## config.mk

```make
export PLATFORM = sky130hd
export DESIGN_NAME = bounded_lifo_stack_with_search_unit
export DESIGN_NICKNAME = d
export VERILOG_FILES = /design/src/hw/rtl/blstk_pkg.sv /design/src/hw/rtl/blstk_ctrl.sv /design/src/hw/rtl/blstk_dp.sv /design/src/hw/rtl/bounded_lifo_stack_with_search_unit.sv
export SDC_FILE = /design/constraint.sdc
export NUM_CORES = 1
export LEC_CHECK = 0
export BUFFER_PORTS_ARGS = -buffer_cell sky130_fd_sc_hd__clkbuf_2
export CAP_MARGIN = 20
export CORE_MARGIN = 2
export CORE_UTILIZATION = 60
export DETAILED_ROUTE_END_ITERATION = 10
export GPL_TIMING_DRIVEN = 0
export PLACE_DENSITY = 0.82
export SLEW_MARGIN = 25
export SYNTH_ARGS = -nofsm -noshare
export SYNTH_HDL_FRONTEND = slang
export SYNTH_SLANG_ARGS = --single-unit
```

## constraint.sdc

```tcl
create_clock -name clk -period 3.9 [get_ports clk]
set_input_delay 0.195 -clock clk [delete_from_list [all_inputs] [get_ports clk]]
set_output_delay 0.195 -clock clk [all_outputs]
set_load 0.05 [all_outputs]
```

## src/hw/rtl/blstk_pkg.sv

```systemverilog
//==============================================================================
// blstk_pkg: shared types and constants for the bounded LIFO stack
// Request and result layouts, action and status codes, controller states
// and the command and status groups between the controller and the datapath.
//==============================================================================
`default_nettype none

package blstk_pkg;

    localparam int DEPTH_DEFAULT      = 128;
    localparam int DATA_WIDTH_DEFAULT = 8;

    localparam logic [2:0] ACT_PUSH   = 3'd0;
    localparam logic [2:0] ACT_POP    = 3'd1;
    localparam logic [2:0] ACT_TOP    = 3'd2;
    localparam logic [2:0] ACT_BOTTOM = 3'd3;
    localparam logic [2:0] ACT_SEARCH = 3'd4;
    localparam logic [2:0] ACT_FLUSH  = 3'd5;

    localparam logic [1:0] STS_OK    = 2'd0;
    localparam logic [1:0] STS_FULL  = 2'd1;
    localparam logic [1:0] STS_EMPTY = 2'd2;

    typedef struct packed {
        logic [2:0] action;
        logic [7:0] value;
    } request_t;

    typedef struct packed {
        logic [7:0] data;
        logic       found;
        logic [1:0] status;
        logic [7:0] count;
    } result_t;

    typedef enum logic [1:0] {
        S_IDLE,
        S_EXEC,
        S_SEARCH
    } state_t;

    typedef struct packed {
        logic accept;
        logic execute;
        logic scan;
    } dp_cmd_t;

    typedef struct packed {
        logic need_scan;
        logic scan_done;
    } dp_stat_t;

endpackage

`default_nettype wire

```

## src/hw/rtl/blstk_ctrl.sv

```systemverilog
//==============================================================================
// blstk_ctrl: request sequencer
// Steps each request through execute and, if a search has entries, the scan.
//==============================================================================
`default_nettype none

module blstk_ctrl (
    input  wire logic               clk,
    input  wire logic               rst_n,
    input  wire logic               start,
    output logic                    busy,
    output blstk_pkg::dp_cmd_t      cmd,
    input  wire blstk_pkg::dp_stat_t stat
);

    blstk_pkg::state_t state_reg;
    blstk_pkg::state_t state_next;

    always_ff @(posedge clk or negedge rst_n)
    begin
        if (!rst_n)
        begin
            state_reg <= blstk_pkg::S_IDLE;
        end
        else
        begin
            state_reg <= state_next;
        end
    end

    always_comb
    begin
        state_next = state_reg;
        unique case (state_reg)
            blstk_pkg::S_IDLE:
            begin
                if (start)
                begin
                    state_next = blstk_pkg::S_EXEC;
                end
            end
            blstk_pkg::S_EXEC:
            begin
                state_next = stat.need_scan ? blstk_pkg::S_SEARCH : blstk_pkg::S_IDLE;
            end
            blstk_pkg::S_SEARCH:
            begin
                if (stat.scan_done)
                begin
                    state_next = blstk_pkg::S_IDLE;
                end
            end
            default:
            begin
                state_next = blstk_pkg::S_IDLE;
            end
        endcase
    end

    always_comb
    begin
        cmd.accept  = 1'b0;
        cmd.execute = 1'b0;
        cmd.scan    = 1'b0;
        busy        = 1'b1;
        unique case (state_reg)
            blstk_pkg::S_IDLE:
            begin
                busy       = 1'b0;
                cmd.accept = start;
            end
            blstk_pkg::S_EXEC:
            begin
                cmd.execute = 1'b1;
            end
            blstk_pkg::S_SEARCH:
            begin
                cmd.scan = 1'b1;
            end
            default:
            begin
                busy = 1'b1;
            end
        endcase
    end

endmodule

`default_nettype wire

```

## src/hw/rtl/blstk_dp.sv

```systemverilog
//==============================================================================
// blstk_dp: stack datapath
// Entry memory, entry count, scan pointer and the result register.
//==============================================================================
`default_nettype none

module blstk_dp #(
    parameter int DEPTH      = blstk_pkg::DEPTH_DEFAULT,
    parameter int DATA_WIDTH = blstk_pkg::DATA_WIDTH_DEFAULT
) (
    input  wire logic                  clk,
    input  wire logic                  rst_n,
    input  wire blstk_pkg::request_t   request,
    input  wire blstk_pkg::dp_cmd_t    cmd,
    output blstk_pkg::dp_stat_t        stat,
    output logic                       done,
    output blstk_pkg::result_t         result
);

    localparam int AW = (DEPTH > 1) ? $clog2(DEPTH) : 1;
    localparam int CW = $clog2(DEPTH + 1);

    logic [DATA_WIDTH-1:0] mem [DEPTH];
    logic [DATA_WIDTH-1:0] rd_data_reg;
    logic [AW-1:0]         rd_addr;

    blstk_pkg::request_t   req_reg;
    logic [CW-1:0]         count_reg;
    logic [CW-1:0]         count_next;
    logic [AW-1:0]         idx_reg;
    logic                  done_reg;
    logic                  done_next;
    blstk_pkg::result_t    result_reg;
    blstk_pkg::result_t    result_next;

    logic [DATA_WIDTH-1:0] val_w;
    logic                  is_full;
    logic                  is_empty;
    logic                  wr_en;
    logic                  hit;
    logic                  last;

    assign val_w    = DATA_WIDTH'(req_reg.value);
    assign is_full  = (count_reg == CW'(DEPTH));
    assign is_empty = (count_reg == '0);
    assign wr_en    = cmd.execute && (req_reg.action == blstk_pkg::ACT_PUSH) && !is_full;
    assign hit      = (rd_data_reg == val_w);
    assign last     = ((CW'(idx_reg) + CW'(1)) == count_reg);

    assign stat.need_scan = (req_reg.action == blstk_pkg::ACT_SEARCH) && !is_empty;
    assign stat.scan_done = hit || last;

    // Pick the entry that the next cycle needs: top/bottom on accept, then scan
    always_comb
    begin
        rd_addr = '0;
        if (cmd.accept && (request.action == blstk_pkg::ACT_TOP))
        begin
            rd_addr = AW'(count_reg - CW'(1));
        end
        else if (cmd.scan)
        begin
            rd_addr = idx_reg + AW'(1);
        end
    end

    always_ff @(posedge clk)
    begin
        if (wr_en)
        begin
            mem[AW'(count_reg)] <= val_w;
        end
        rd_data_reg <= mem[rd_addr];
    end

    always_comb
    begin
        count_next  = count_reg;
        done_next   = 1'b0;
        result_next = '0;
        if (cmd.execute)
        begin
            done_next = !stat.need_scan;
            unique case (req_reg.action) inside
                blstk_pkg::ACT_PUSH:
                begin
                    if (is_full)
                    begin
                        result_next.status = blstk_pkg::STS_FULL;
                    end
                    else
                    begin
                        count_next = count_reg + CW'(1);
                    end
                end
                blstk_pkg::ACT_POP:
                begin
                    if (is_empty)
                    begin
                        result_next.status = blstk_pkg::STS_EMPTY;
                    end
                    else
                    begin
                        count_next = count_reg - CW'(1);
                    end
                end
                blstk_pkg::ACT_TOP, blstk_pkg::ACT_BOTTOM:
                begin
                    if (is_empty)
                    begin
                        result_next.status = blstk_pkg::STS_EMPTY;
                    end
                    else
                    begin
                        result_next.data = 8'(rd_data_reg);
                    end
                end
                blstk_pkg::ACT_FLUSH:
                begin
                    count_next = '0;
                end
                default:
                begin
                    result_next.status = blstk_pkg::STS_OK;
                end
            endcase
        end
        else if (cmd.scan)
        begin
            done_next         = stat.scan_done;
            result_next.found = hit;
        end
        result_next.count = 8'(count_next);
    end

    always_ff @(posedge clk or negedge rst_n)
    begin
        if (!rst_n)
        begin
            count_reg <= '0;
            done_reg  <= 1'b0;
        end
        else
        begin
            count_reg <= count_next;
            done_reg  <= done_next;
        end
    end

    always_ff @(posedge clk)
    begin
        if (cmd.accept)
        begin
            req_reg <= request;
        end
        // Restart the scan at the bottom entry, then advance one per cycle
        if (cmd.execute)
        begin
            idx_reg <= '0;
        end
        else if (cmd.scan)
        begin
            idx_reg <= idx_reg + AW'(1);
        end
        if (done_next)
        begin
            result_reg <= result_next;
        end
    end

    assign done   = done_reg;
    assign result = result_reg;

endmodule

`default_nettype wire

```

## src/hw/rtl/bounded_lifo_stack_with_search_unit.sv

```systemverilog
//==============================================================================
// bounded_lifo_stack_with_search_unit: bounded LIFO stack with value search
// Holds up to DEPTH entries; pushes, pops, reads top or bottom, searches
// for a value and flushes, one request at a time.
//==============================================================================
// Usage:
//   Drive request and raise start; the request is taken at a rising edge
//   where start is high and busy is low. busy stays high while it executes.
//   Each request gives exactly one result on result, marked by a one-cycle
//   done strobe; there is no hold-off on the result side, so capture it
//   in that cycle.
//   Push, pop, read top, read bottom, flush, unused codes and a search of
//   an empty stack pass from accept through the execute state to a
//   registered done. A search walks the entry memory one entry a cycle
//   from the bottom through its single read port and stops at the first
//   match or at the top entry, after 1 to count entries (at most DEPTH).
//   A new request may be accepted in the cycle done is shown.
//   Reset (rst_n low, asynchronous) empties the stack and drops any
//   request in progress; the entry memory is not cleared.
//==============================================================================
`default_nettype none

module bounded_lifo_stack_with_search_unit #(
    parameter int DEPTH      = blstk_pkg::DEPTH_DEFAULT,
    parameter int DATA_WIDTH = blstk_pkg::DATA_WIDTH_DEFAULT
) (
    input  wire logic                clk,
    input  wire logic                rst_n,
    input  wire logic                start,
    output logic                     busy,
    input  wire blstk_pkg::request_t request,
    output logic                     done,
    output blstk_pkg::result_t       result
);

    blstk_pkg::dp_cmd_t  cmd;
    blstk_pkg::dp_stat_t stat;

    blstk_ctrl u_ctrl (
        .clk   (clk),
        .rst_n (rst_n),
        .start (start),
        .busy  (busy),
        .cmd   (cmd),
        .stat  (stat)
    );

    blstk_dp #(
        .DEPTH      (DEPTH),
        .DATA_WIDTH (DATA_WIDTH)
    ) u_dp (
        .clk     (clk),
        .rst_n   (rst_n),
        .request (request),
        .cmd     (cmd),
        .stat    (stat),
        .done    (done),
        .result  (result)
    );

endmodule

`default_nettype wire

```

Word-level counts from Yosys, hierarchy flattened
Memories as Yosys holds them, arrays and structs flattened. A register that Yosys moved wholly into a read port is not among the register bits.
Cells that the tools add are included.
W data, S select, Z words.
{ "word_totals": {"register_bits": 48, "ram_bits": 1024, "in_bits": 14, "memories": 1} }
{ "op_classes": {"add_sub_neg": 4, "n_eq_ne": 13, "mux": 21, "n_bitwise": 3, "n_reduce_logical": 16} }
{ "mem_list": {"columns": ["memory", "words", "width", "read_ports", "rd_clocked_by_memory_dff", "write_ports", "line_no", "text"], "rows": [
  ["u_dp.mem", 128, 8, 1, 1, 1, "blstk_dp.sv:23", "logic [DATA_WIDTH-1:0] mem [DEPTH];"]
]} }
{ "ops": {"columns": ["cell", "count"], "rows": [
  ["$mux W8", 3],
  ["$pmux W8 S3", 1],
  ["$eq A8 B8 Y1", 2],
  ["$mux W7", 2],
  ["$eq A3 B2 Y1 const B", 3],
  ["$mux W1", 9],
  ["$add A7 B1 Y8 const B", 1],
  ["$add A8 B1 Y8 const B", 1],
  ["$eq A8 B8 Y1 const B", 1],
  ["$logic_not A8 Y1", 1],
  ["$mux W2", 4],
  ["$sub A8 B1 Y8 const B", 1],
  ["$add A7 B1 Y7 const B", 1],
  ["$eq A3 B3 Y1 const B", 2],
  ["$pmux W2 S3", 1],
  ["$reduce_or A3 Y1", 2],
  ["$logic_and A1 B1 Y1", 4],
  ["$ne A2 B2 Y1 const B", 2],
  ["$pmux W2 S2", 1],
  ["$reduce_or A2 Y1", 2],
  ["$eq A3 B1 Y1 const B", 1],
  ["$logic_not A1 Y1", 3],
  ["$logic_not A3 Y1", 1],
  ["$not A1 Y1", 3],
  ["other kinds (5)", 5]
]} }

Logic depth before layout (Yosys ltp)
{ "depth": {"depth_word": 6, "depth_mapped": 14} }

Modules after synthesis
From an unflattened synthesis, not the netlist that was laid out.
{ "hier_totals": {"hier_cells": 3178, "hier_area_um2": 43604.3} }
{ "by_module_without_submodules": {"columns": ["module", "instances", "cells_per_inst", "area_per_inst_um2", "seq_area_each_um2"], "rows": [
  ["blstk_dp", 1, 3168, 43508.0, 32175.9],
  ["blstk_ctrl", 1, 10, 96.3, 50.0]
]} }

Least setup slack after synthesis
No wires, ideal clock.
{ "synth_timing": {"path_type": "register to register", "start": "reg u_dp.req_reg (netlist bit u_dp.val_w[7])", "end": "reg u_dp.result_reg (netlist bit u_dp.result[0]), enable pin", "setup_time_ps": 376, "t_arrival_ps": 2984, "t_required_ps": 3524, "slack_ps": 540, "path_stages_with_launch": 7, "period_less_slack_ps": 3360, "path_cell_list": "edfxtp_1 -> xor2_1 -> nor4_1 -> nand2_1 -> o21ai_1 -> nand3_1 -> nand2_1"} }
{ "synth_between": {"elab_chain_len": 4} }
{ "synth_lines": {"columns": ["element", "line_no", "text"], "rows": [
  ["start, declared", "blstk_dp.sv:27", "blstk_pkg::request_t req_reg;"],
  ["start signal, assigned", "blstk_dp.sv:154", "req_reg <= request;"],
  ["$eq A8 B8 Y1", "blstk_dp.sv:47", "assign hit = (rd_data_reg == val_w);"],
  ["$logic_or A1 B1 Y1", "blstk_dp.sv:51", "assign stat.scan_done = hit || last;"],
  ["$mux W1", "blstk_dp.sv:128", "else if (cmd.scan)"],
  ["$mux W1", "blstk_dp.sv:81", "if (cmd.execute)"],
  ["named net u_dp.done_next", "blstk_dp.sv:32", "logic done_next;"],
  ["end signal, assigned", "blstk_dp.sv:167", "result_reg <= result_next;"],
  ["end, declared", "blstk_dp.sv:33", "blstk_pkg::result_t result_reg;"]
]} }
The timed path passes the listed nets, and every way through them passes these cells.
A chain may end at the register's enable or synchronous reset.

Worst setup path in the final report
{ "layout_timing": {"start": "reg u_dp.count_reg[0]", "end": "reg u_dp.rd_data_reg[7], read port of u_dp.mem"} }
{ "layout_between": {"elab_chain_len": 2} }
{ "layout_lines": {"columns": ["element", "line_no", "text"], "rows": [
  ["start, declared", "blstk_dp.sv:28", "logic [CW-1:0] count_reg;"],
  ["start signal, assigned", "blstk_dp.sv:145", "count_reg <= count_next;"],
  ["$sub A8 B1 Y8", "blstk_dp.sv:59", "rd_addr = AW'(count_reg - CW'(1));"],
  ["$mux W7", "blstk_dp.sv:57", "if (cmd.accept && (request.action == blstk_pkg::ACT_TOP))"],
  ["end, declared", "blstk_dp.sv:24", "logic [DATA_WIDTH-1:0] rd_data_reg;"]
]} }
No other way between the ends.

==> impl_metrics.tcl <==
set metrics [dict create \
    via_count 27290 \
    status "finished with violations" \
    hold_slack_ns 0.2432 \
    synth-warning-count 0 \
    fin_skew_ns 0.03112 \
    synth_nets 2836 \
    maxCapViolCount 0 \
    p_leak_nw 17.95 \
    post-route-period-util 1.050 \
    area_growth_syn_to_layout_pct 15.36 \
    cp_slowest_cell "nor4_2" \
    cp_cell_sequence "clkbuf_2, inv_1, ha_1, nor3b_1, xnor2_1, o22a_2, nor4_2, o21ai_0, nand4_1, nor2_1, a21oi_2" \
    cts_tree "built" \
    rows 97 \
    cts_sinks 1080 \
    drc 0 \
    finalSetupViolCount 5 \
    layout.nets 3049 \
    cp_max_fo 10 \
    ir_drop_v 0.0004911 \
    synth_edf_count 1054 \
    ys_seq_area_frac 0.7546 \
    hold_viol_final 0 \
    slew-limit-headroom 0.2432 \
    fp.dieArea_um2 73320 \
    tightestPinTransition_ns 1.135 \
    pre_cts_ws_ns -0.6899 \
    dp_hpwl_mm 84.01 \
    drt-total-wl_mm 121.6 \
    gp_congestion 1.008 \
    postRouteAntennaNets 0 \
    min_period_ns 4.095 \
    final_cells 4056 \
    ys_seq_elements 1080 \
    path_delay_family "simple AND/OR/NAND/NOR gates" \
    drive_above_1_share 0.1637 \
    track_usage 0.3263 \
    global_route.overflow_total 0 \
    avgSynthCellArea_um2 15.15 \
    tns_ns -0.4492 \
    vias_per_cell 6.729 \
    synth_cells 2818 \
    synth_area_um2 42700 \
    power_mw 29.36 \
    fin_ws_ns -0.1955 \
    cts_buffer_depth 3 \
    grt_setup_unrepaired "true" \
    place_inst 3852 \
    clock_latency_ns 0.67 \
    core_area_um2 70270 \
    grt_pass1_wl_mm 172.5 \
    first_global_vias 26500 \
    synth.distinct_cells 57 \
    routedWlPerCell_um 29.98 \
    async_flop_share 0.01019 \
    pin_count 35 \
    cts_root_buffer "clkbuf_16" \
    violations "setup timing" \
    crit_arrival_ns 4.64 \
    pwr_density_cell_nw_per_um2 595.9 \
    die_h_um 270.8 \
    grt_max_degree 25 \
    path_buf_inv 2 \
    drt_iter0_markers 4570 \
    critPathCaptureType "flop" \
    startpoint_type "flop" \
    fmax_mhz 244.2 \
    first_pass_iters 7 \
    slew_violations 0 \
    path_class "reg2reg" \
    path_clk_slew_ns 0.06 \
    die_x_um 270.8 \
    synth_top_flop_cell "edfxtp_1" \
    hold_class "in2reg" \
    max_stage_delay_ns 0.88 \
    antenna_found_initial 3 \
    io_buffers 34 \
    initial_utilization 0.6077 \
    htreeDepth 3 \
    numCtsBuffers 103 \
    largest_reg_flops 1024 \
    cp.required_ns 4.45 \
]
## cell usage after synthesis, drive strengths merged, types with 8 or more instances
cell    number  share of area
clkbuf      87         0.0076
a21oi      203          0.025
a221oi      17         0.0035
nor4       103          0.015
and2        11         0.0016
inv          8        0.00070
mux2i      336          0.079
xor2        13         0.0027
or3         10         0.0015
nor2       147          0.013
nand3       18         0.0021
nand4       12         0.0018
edfxtp    1054           0.74
xnor2       10         0.0021
buf         87          0.010
dfrtp       11         0.0064
o22ai      166          0.025
o32a         9         0.0021
o21ai       45         0.0053
nor3        19         0.0022
dfxtp       15         0.0070
nand2      373          0.033
o221ai       9         0.0018
nand2b       9         0.0013
## kinds of logic after synthesis
logic type | after synthesis | share of synthesized area
flip-flops | 1080 | 0.7546
multiplexers | 337 | 0.07902
AND/OR/NAND/NOR | 725 | 0.07509
AO/OA/AOI/OAI | 467 | 0.06671
buffers and inverters | 182 | 0.01866
XOR/XNOR | 23 | 0.004717
adder cells (fa/ha/maj) | 4 | 0.001172
## per-layer routing
layer	part of all wire	GRT usage	vias to the layer above
met5	0.000074	0	-
met4	0.074	0.1993	2
met3	0.13	0.09097	497
met2	0.46	0.5055	2235
met1	0.34	0.4120	13270
li1	-	-	11290
## path summary, 6_finish.rpt
path | from | end | slack, ns | cells after the start
setup / recovery | u_dp.count_reg[0] | u_dp.rd_data_reg[7] | -0.20 | 11
max in group asynchronous | rst_n | u_dp.count_reg[5] | 2.88 | 3
setup reg to reg | u_dp.count_reg[0] | u_dp.rd_data_reg[7] | -0.20 | 11
hold reg to reg | u_dp.idx_reg[6] | u_dp.idx_reg[6] | 0.50 | 1
min in group asynchronous | rst_n | u_ctrl.state_reg[1] | 0.62 | 3
hold / removal | request[6] | u_dp.val_w[6] | 0.24 | 2
## placed cells by master (no fill, tap or decap), types with 11 or more instances in the layout
cell	count
a221oi_1	17
xor2_1	13
dfrtp_1	11
nand4_1	12
nor2_4	13
bufinv_16	16
nor2_1	81
nor4_2	29
clkbuf_1	54
o22ai_1	160
buf_8	48
clkinv_2	24
nand2_1	368
nor2_2	53
clkbuf_2	88
buf_2	44
a21oi_1	183
dfxtp_1	15
edfxtp_1	1054
mux2i_1	336
nor3_1	14
nor4_1	70
o21ai_0	36
dlygate4sd3_1	14
clkbuf_16	104
nand3_1	17
a21oi_2	20
buf_1	13
clkinv_1	27
## through the flow
| step | area, um^2 | util |
|---|---|---|
| finish | 49260 | 0.7010 |
| global route | 49260 | 0.7010 |
| CTS | 48990 | 0.6971 |
| detailed placement | 45050 | 0.6411 |
| global placement | 44050 | 0.6269 |
| floorplan | 42700 | - |
## worst reg2reg max path: cells and delay by family, from the launching register on
| kind | cells | cell delay, ns |
|---|---|---|
| and+or+nand+nor | 4 | 1.60 |
| AOI/OAI and AO/OA | 3 | 1.06 |
| DFF | 1 | 0.40 |
| buffers and inverters | 2 | 0.39 |
| adders and majority gates | 1 | 0.32 |
| xor gates and xnor gates | 1 | 0.22 |
## area by class of cell
| class | instances | area (um^2) |
|---|---|---|
| diodes | 1 | 2.502 |
| plain buffers | 172 | 860.8 |
| clock buffers | 114 | 2640 |
| clock inverters | 75 | 785.8 |
| fillers | 4160 | 21010 |
| inverters | 8 | 30.03 |
| multi-input cells | 1556 | 10270 |
| flip-flops and latches | 1080 | 32230 |
| well taps | 940 | 1176 |
| repair buffers | 110 | 1269 |
## power breakdown
part           switching [mW]  internal (mW)
registers               0.172           13.3
logic                    4.10           1.66
clock network            4.25           5.93
## what timing repair did
item / CTS / global route
setup buffers: 2 / 0
resized for setup: 113 / 111
endpoints found under the hold margin: 23 / 0
endpoints found under the setup margin: 512 / 515
hold buffers: 14 / 0
pin swaps: 1 / 3
No activity file was read; power rests on OpenSTA's default activity.
